===== src/hw/rtl/sorted_priority_job_queue_top_assert.svh =====
// Assertion macros for the sorted priority job queue.
`ifndef SORTED_PRIORITY_JOB_QUEUE_TOP_ASSERT_SVH
`define SORTED_PRIORITY_JOB_QUEUE_TOP_ASSERT_SVH

// Same-cycle implication, checked outside reset.
`define SPJQ_ASSERT_NOW(lbl, ante, cons, msg) \
   lbl: assert property (@(posedge clock) disable iff (reset) (ante) |-> (cons)) \
      else $error(msg);

// Next-cycle implication, checked outside reset.
`define SPJQ_ASSERT_NEXT(lbl, ante, cons, msg) \
   lbl: assert property (@(posedge clock) disable iff (reset) (ante) |=> (cons)) \
      else $error(msg);

`endif


===== src/hw/rtl/spjq_pkg.sv =====
// Types and constants shared by the sorted priority job queue.
package spjq_pkg;

   localparam int QUEUE_DEPTH = 16;
   localparam int CNT_W       = $clog2(QUEUE_DEPTH + 1);
   localparam int OCC_W       = 5;
   localparam int PID_W       = 32;
   localparam int JID_W       = 32;
   localparam int PRI_W       = 16;

   typedef enum logic [1:0] {
      MODE_ENQUEUE = 2'd0,
      MODE_DEQUEUE = 2'd1,
      MODE_PEEK    = 2'd2
   } mode_type;

   typedef enum logic [1:0] {
      ST_OK       = 2'd0,
      ST_FULL     = 2'd1,
      ST_ZERO_PRI = 2'd2,
      ST_EMPTY    = 2'd3
   } status_type;

   typedef struct packed {
      logic [PRI_W-1:0] pri;
      logic [PID_W-1:0] pid;
      logic [JID_W-1:0] jid;
   } entry_type;

   // Broadcast to every cell for one transaction.
   typedef struct packed {
      logic      insert;
      logic      remove;
      entry_type new_entry;
   } op_type;

   // What a cell shows its neighbors.
   typedef struct packed {
      logic      valid;
      logic      greater;
      entry_type entry;
   } link_type;

   // Sits left of the head cell: the head takes the new job whenever it shifts.
   localparam link_type HEAD_LINK = '{valid: 1'b1, greater: 1'b0, entry: '0};
   // Sits right of the last cell: an empty slot.
   localparam link_type TAIL_LINK = '{valid: 1'b0, greater: 1'b1, entry: '0};

endpackage


===== src/hw/rtl/spjq_cell.sv =====
// One slot of the sorted shift-register queue.
module spjq_cell (
   input  logic              clock,
   input  logic              reset,
   input  spjq_pkg::op_type   op,
   input  spjq_pkg::link_type left_link,
   input  spjq_pkg::link_type right_link,
   output spjq_pkg::link_type own_link
);
   import spjq_pkg::*;

   logic      valid_ff, valid_in;
   entry_type entry_ff, entry_in;
   logic      greater;

   assign greater = !valid_ff || (op.new_entry.pri < entry_ff.pri);

   always_comb begin
      valid_in = valid_ff;
      entry_in = entry_ff;
      if (op.insert && greater) begin
         valid_in = left_link.valid;
         entry_in = left_link.greater ? left_link.entry : op.new_entry;
      end else if (op.remove) begin
         valid_in = right_link.valid;
         entry_in = right_link.entry;
      end
   end

   always_ff @(posedge clock) begin
      if (reset) begin
         valid_ff <= 1'b0;
      end else begin
         valid_ff <= valid_in;
      end
      entry_ff <= entry_in;
   end

   assign own_link.valid   = valid_ff;
   assign own_link.greater = greater;
   assign own_link.entry   = entry_ff;

endmodule


===== src/hw/rtl/sorted_priority_job_queue_top.sv =====
// Top level of the sorted priority job queue: cell chain, count and response register.
//
//   channel | direction | handshake             | payload
//   req     | in        | req_valid / req_ready | mode, new_pid, new_job_id, new_priority
//   rsp     | out       | rsp_valid / rsp_ready | status, head_pid, head_job_id,
//           |           |                       | head_priority, occupancy
//
// One transaction per cycle while req_ready is high: every cell compares and shifts in the accept cycle,
// and the response appears in the next cycle from the output register.
// The response register frees in the cycle it is taken, so req_ready drops only
// while a response waits and rsp_ready is low.
// Synchronous reset empties the queue.
module sorted_priority_job_queue_top (
   input  logic                         clock,
   input  logic                         reset,
   input  logic                         req_valid,
   output logic                         req_ready,
   input  logic [1:0]                   req_mode,
   input  logic [spjq_pkg::PID_W-1:0]   req_new_pid,
   input  logic [spjq_pkg::JID_W-1:0]   req_new_job_id,
   input  logic [spjq_pkg::PRI_W-1:0]   req_new_priority,
   output logic                         rsp_valid,
   input  logic                         rsp_ready,
   output logic [1:0]                   rsp_status,
   output logic [spjq_pkg::PID_W-1:0]   rsp_head_pid,
   output logic [spjq_pkg::JID_W-1:0]   rsp_head_job_id,
   output logic [spjq_pkg::PRI_W-1:0]   rsp_head_priority,
   output logic [spjq_pkg::OCC_W-1:0]   rsp_occupancy
);
   import spjq_pkg::*;

   logic             accept;
   logic             full, empty;
   op_type           op;
   link_type         link [QUEUE_DEPTH];
   logic [CNT_W-1:0] held_count_ff, held_count_in;

   logic             rsp_valid_ff, rsp_valid_in;
   status_type       status_ff, status_in;
   entry_type        head_ff, head_in;
   logic [OCC_W-1:0] occupancy_ff, occupancy_in;

   assign req_ready = !rsp_valid_ff || rsp_ready;
   assign accept    = req_valid && req_ready;
   assign full      = (held_count_ff == CNT_W'(QUEUE_DEPTH));
   assign empty     = (held_count_ff == '0);

   always_comb begin
      op.new_entry.pri = req_new_priority;
      op.new_entry.pid = req_new_pid;
      op.new_entry.jid = req_new_job_id;
      op.insert     = 1'b0;
      op.remove     = 1'b0;
      status_in     = ST_OK;
      head_in       = '0;
      held_count_in = held_count_ff;
      case (req_mode)
         MODE_ENQUEUE: begin
            if (full) begin
               status_in = ST_FULL;
            end else if (req_new_priority == '0) begin
               status_in = ST_ZERO_PRI;
            end else begin
               op.insert     = accept;
               held_count_in = held_count_ff + CNT_W'(1);
            end
         end
         MODE_DEQUEUE, MODE_PEEK: begin
            if (empty) begin
               status_in = ST_EMPTY;
            end else begin
               head_in = link[0].entry;
               if (req_mode == MODE_DEQUEUE) begin
                  op.remove     = accept;
                  held_count_in = held_count_ff - CNT_W'(1);
               end
            end
         end
         default: begin
         end
      endcase
      occupancy_in = OCC_W'(held_count_in);
      rsp_valid_in = accept || (rsp_valid_ff && !rsp_ready);
   end

   for (genvar i = 0; i < QUEUE_DEPTH; i++) begin : g_cell
      link_type left_link, right_link;
      if (i == 0) begin : g_head
         assign left_link = HEAD_LINK;
      end else begin : g_mid_left
         assign left_link = link[i-1];
      end
      if (i == QUEUE_DEPTH - 1) begin : g_tail
         assign right_link = TAIL_LINK;
      end else begin : g_mid_right
         assign right_link = link[i+1];
      end
      spjq_cell u_cell (
         .clock      (clock),
         .reset      (reset),
         .op         (op),
         .left_link  (left_link),
         .right_link (right_link),
         .own_link   (link[i])
      );
   end

   always_ff @(posedge clock) begin
      if (reset) begin
         held_count_ff <= '0;
         rsp_valid_ff  <= 1'b0;
      end else begin
         rsp_valid_ff <= rsp_valid_in;
         if (accept) begin
            held_count_ff <= held_count_in;
         end
      end
      if (accept) begin
         status_ff    <= status_in;
         head_ff      <= head_in;
         occupancy_ff <= occupancy_in;
      end
   end

   assign rsp_valid         = rsp_valid_ff;
   assign rsp_status        = status_ff;
   assign rsp_head_pid      = head_ff.pid;
   assign rsp_head_job_id   = head_ff.jid;
   assign rsp_head_priority = head_ff.pri;
   assign rsp_occupancy     = occupancy_ff;

`include "sorted_priority_job_queue_top_assert.svh"

   `SPJQ_ASSERT_NOW(a_head_valid, 1'b1, link[0].valid == !empty, "head slot disagrees with count")
   `SPJQ_ASSERT_NOW(a_head_sorted, link[1].valid, link[0].entry.pri <= link[1].entry.pri, "slots out of order")
   `SPJQ_ASSERT_NOW(a_stall_blocks, rsp_valid && !rsp_ready, !req_ready, "request taken over a waiting response")
   `SPJQ_ASSERT_NEXT(a_insert_count, op.insert, held_count_ff == CNT_W'($past(held_count_ff) + CNT_W'(1)), "insert did not grow count")

endmodule


===== config.mk =====
export PLATFORM = sky130hd
export DESIGN_NAME = sorted_priority_job_queue_top
export DESIGN_NICKNAME = d
export VERILOG_FILES = /design/src/hw/rtl/spjq_pkg.sv /design/src/hw/rtl/spjq_cell.sv /design/src/hw/rtl/sorted_priority_job_queue_top.sv
export VERILOG_INCLUDE_DIRS = /design/src /design/src/hw/rtl
export SDC_FILE = /design/constraint.sdc
export NUM_CORES = 2
export LEC_CHECK = 0
export ABC_AREA = 1
export BUFFER_PORTS_ARGS = -buffer_cell sky130_fd_sc_hd__buf_2
export CAP_MARGIN = 20
export CELL_PAD_IN_SITES_DETAIL_PLACEMENT = 2
export CELL_PAD_IN_SITES_GLOBAL_PLACEMENT = 2
export CORE_ASPECT_RATIO = 0.8
export CORE_MARGIN = 10
export CORE_UTILIZATION = 39
export CTS_CLUSTER_DIAMETER = 200
export DETAILED_ROUTE_END_ITERATION = 16
export PLACE_DENSITY_LB_ADDON = 0.1
export SYNTH_ARGS = -nofsm -noshare
export SYNTH_HDL_FRONTEND = slang
export SYNTH_SLANG_ARGS = --single-unit

===== constraint.sdc =====
create_clock -name clock -period 8.3 [get_ports clock]
set_input_delay 0.83 -clock clock [delete_from_list [all_inputs] [get_ports clock]]
set_output_delay 0.83 -clock clock [all_outputs]
set_load 0.02 [all_outputs]

==> results.py <==
metrics = {
    "status": {
        "status": "finished, final reports clean",
    },
    "final_layout": {
        "area_growth_syn_to_layout_pct": 9.59,
        "nFillCells": 22100,
        "fin_nets": 9441,
        "fin_cells": 11900,
        "final_common_cell": "nand2_1",
        "diodes": 0,
        "final_cell_area_um2": 85100,
        "layout_common_cells": "3209 x nand2_1, 1367 x edfxtp_1, 1124 x o21ai_0",
        "drive_above_1_share_pct": 6.07,
    },
    "sta": {
        "fmaxAchievable_mhz": 198,
        "tightestPinTransition_ns": 1.26,
        "period_share_pct": 60.7,
        "post-route-min-period_ns": 5.04,
        "setup_viol_count_final": 0,
        "drv_slew": 0,
        "fin_worst_skew_ns": 0.0280,
        "hold_viol": 0,
        "rsz0062_at_grt": "false",
        "fin_setup_tns_ns": 0,
        "timing.max_slew.rel_slack_pct": 16.3,
        "worst_slack_ns": 3.26,
    },
    "cts": {
        "root_buffer": "clkbuf_16",
        "ctsResizeCount": 0,
        "clk_latency_ns": 0.81,
        "htreeDepth": 4,
        "cts_made_buffers": 165,
        "cts.clk_slew.worst_paths_ns": 0.06,
        "cts_hold_buf": 0,
        "cts_tree": "built",
        "numClockSinks": 1389,
        "clk_path_buf_depth": 3,
        "postCtsSetupBuffers": 0,
    },
    "place": {
        "post_dp_cell_area_um2": 80100,
        "dp_slack_ns": 2.44,
        "dp_hpwl_mm": 199,
        "gp_congestion": 0.826,
        "port_buffers": 174,
        "dp.cells": 11600,
    },
    "routing": {
        "first_pass_iters": 5,
        "wl_per_cell_um": 26.6,
        "via_per_inst": 5.74,
        "drt_iter0_drc": 6511,
        "drc": 0,
        "vias": 68400,
        "antenna_left": 0,
        "totalWireLength_mm": 317,
    },
    "flow_run": {
        "maxCapViolations": 0,
    },
    "critical_path": {
        "end_kind": "flip-flop",
        "critPathRequiredTime_ns": 8.72,
        "critPathSlowestCell": "nand2_4",
        "crit_fanout": 110,
        "criticalPathCategory": "in2reg",
        "crit_top_cell": "nand2_1",
        "startpoint_type": "input port",
        "path_cells": "buf_2 -> buf_4 -> ha_1 -> a21oi_1 -> o21a_1 -> nand2_1 -> nand2_1 -> nand2_1 -> nand2_8 -> nand2_4 -> nand2_4 -> buf_4",
        "cpPeakStageDelay_ns": 0.93,
        "critPathArrivalTime_ns": 5.45,
    },
    "synthesis": {
        "ys_types": 29,
        "syn_area_um2": 77700,
        "synthesis.nets": 9687,
        "syn_inst": 9356,
        "yosysSeqAreaShare_pct": 53.4,
        "yosysWarnings": 0,
        "syn_area_per_cell_um2": 8.30,
        "ys_ff_latch": 1389,
    },
    "floorplan": {
        "placement_rows": 146,
        "start_util_pct": 39.2,
        "ioPinCount": 175,
        "die_y_um": 419,
        "die_width_um": 519,
        "core-area_um2": 198000,
        "die_area_um2": 218000,
    },
    "grt": {
        "grt_pass1_vias": 73900,
        "top_usage_layer": "met2",
        "use_met1_pct": 40.2,
        "grt_overflow": 0,
        "globalRouteTotalUtil_pct": 28.1,
        "grt_pass1_wl_mm": 476,
        "antenna_found_initial": 5,
        "grt_max_degree": 162,
        "use_met3_pct": 3.67,
        "met2_usage_pct": 45.2,
    },
    "power_and_ir_drop": {
        "power.density_nw_per_um2": 208,
        "max-vdd-ir-drop_uv": 201,
        "p_leak_nw": 37.3,
    },
    "min_path": {
        "hp-class": "in2reg",
    },
}
-- registers in the layout, summed over array words and instances (netlist names) --
| signal | cells |
|---|---|
| g_cell.u_cell.own_link | 1280 |
| g_cell.u_cell.valid_ff | 16 |
| held_count_ff | 5 |
| rsp_head_job_id | 32 |
| rsp_head_pid | 32 |
| rsp_head_priority | 16 |
| rsp_occupancy | 5 |
| rsp_status | 2 |
| rsp_valid | 1 |
-- synthesized netlist by cell type --
cell,n,area (µm²)
nand2_1,3241,12200
edfxtp_1,1367,41000
o21ai_0,1124,5630
nand3_1,746,3730
inv_1,667,2500
nor2_1,470,1760
buf_2,341,1710
a21oi_1,332,1660
o21ai_1,302,1510
clkbuf_1,297,1110
ha_1,245,3070
o211ai_1,45,338
buf_4,35,263
dfxtp_1,22,440
buf_1,20,75.1
a211oi_1,16,120
nand2_2,16,100
nand4_1,14,87.6
nor3_1,11,55.1
a31oi_1,10,62.6
inv_2,8,30.0
o21a_1,8,60.1
buf_6,5,56.3
nand3b_1,5,37.5
a21o_1,4,30.0
xor2_1,2,17.5
clkinv_1,1,3.75
nor2_2,1,6.26
o31ai_1,1,7.51
-- path summary, 6_finish.rpt --
path	startpoint	endpoint	slack [ns]	cells past startpoint
max reg2reg	held_count_ff[0]	g_cell[13].u_cell.own_link[20]	3.32	13
min reg2reg	g_cell[15].u_cell.own_link[34]	g_cell[14].u_cell.own_link[34]	0.51	2
max	req_new_priority[5]	g_cell[6].u_cell.own_link[50]	3.26	12
min	req_valid	rsp_valid	0.28	3
-- area by class of cell --
| class | instances | area [µm²] | share of cell area [%] |
|---|---|---|---|
| clock buffer | 230 | 4540 | 5.33 |
| clock inverter | 71 | 517 | 0.607 |
| inverter | 676 | 2570 | 3.01 |
| multi-input combinational | 6593 | 30800 | 36.2 |
| sequential | 1389 | 41500 | 48.7 |
| tap | 2664 | 3330 | 3.91 |
| timing repair buffer | 285 | 1860 | 2.19 |
-- cell families (layout without fill, tap and decap cells) --
logic type,after synthesis,count (layout),synth area share [%]
and+or+nand+nor,4504,4504,23.1
buffers and inverters,1374,1262,7.40
xor gates and xnor gates,2,2,0.0226
DFF,1389,1389,53.4
AOI/OAI and AO/OA,1842,1842,12.1
adders and majority gates,245,245,3.95
-- power breakdown --
part | switching, mW | leakage (nW) | internal [mW]
clock | 3.16 | 2.47 | 3.96
combinational | 1.66 | 21.9 | 0.531
sequential | 0.169 | 12.9 | 8.19
total | 4.99 | 37.3 | 12.7
-- stage by stage --
stage	hold WS, ns	utilization (%)	total power [mW]
5_1_grt	0.249	43.0	18.3
6_report	0.278	43.0	17.7
3_3_place_gp	0.493	40.4	10.5
4_1_cts	0.218	43.0	17.8
3_5_place_dp	0.508	40.4	10.7
2_1_floorplan	0.473	-	9.73
-- worst max-delay path, delay by kind of cell --
family | cells | cell delay (ns)
AO/OA/AOI/OAI | 2 | 0.31
adder cells (fa/ha/maj) | 1 | 0.28
buffers and inverters | 3 | 1.35
AND/OR/NAND/NOR | 6 | 2.46
-- metal layers --
layer	routed length [µm]	vias to the layer above
met3	18300	430
met4	7770	0
li1	-	30800
met1	149000	35200
met2	142000	2027
met5	0	-
Note: power is estimated with default switching activity, not from simulation.
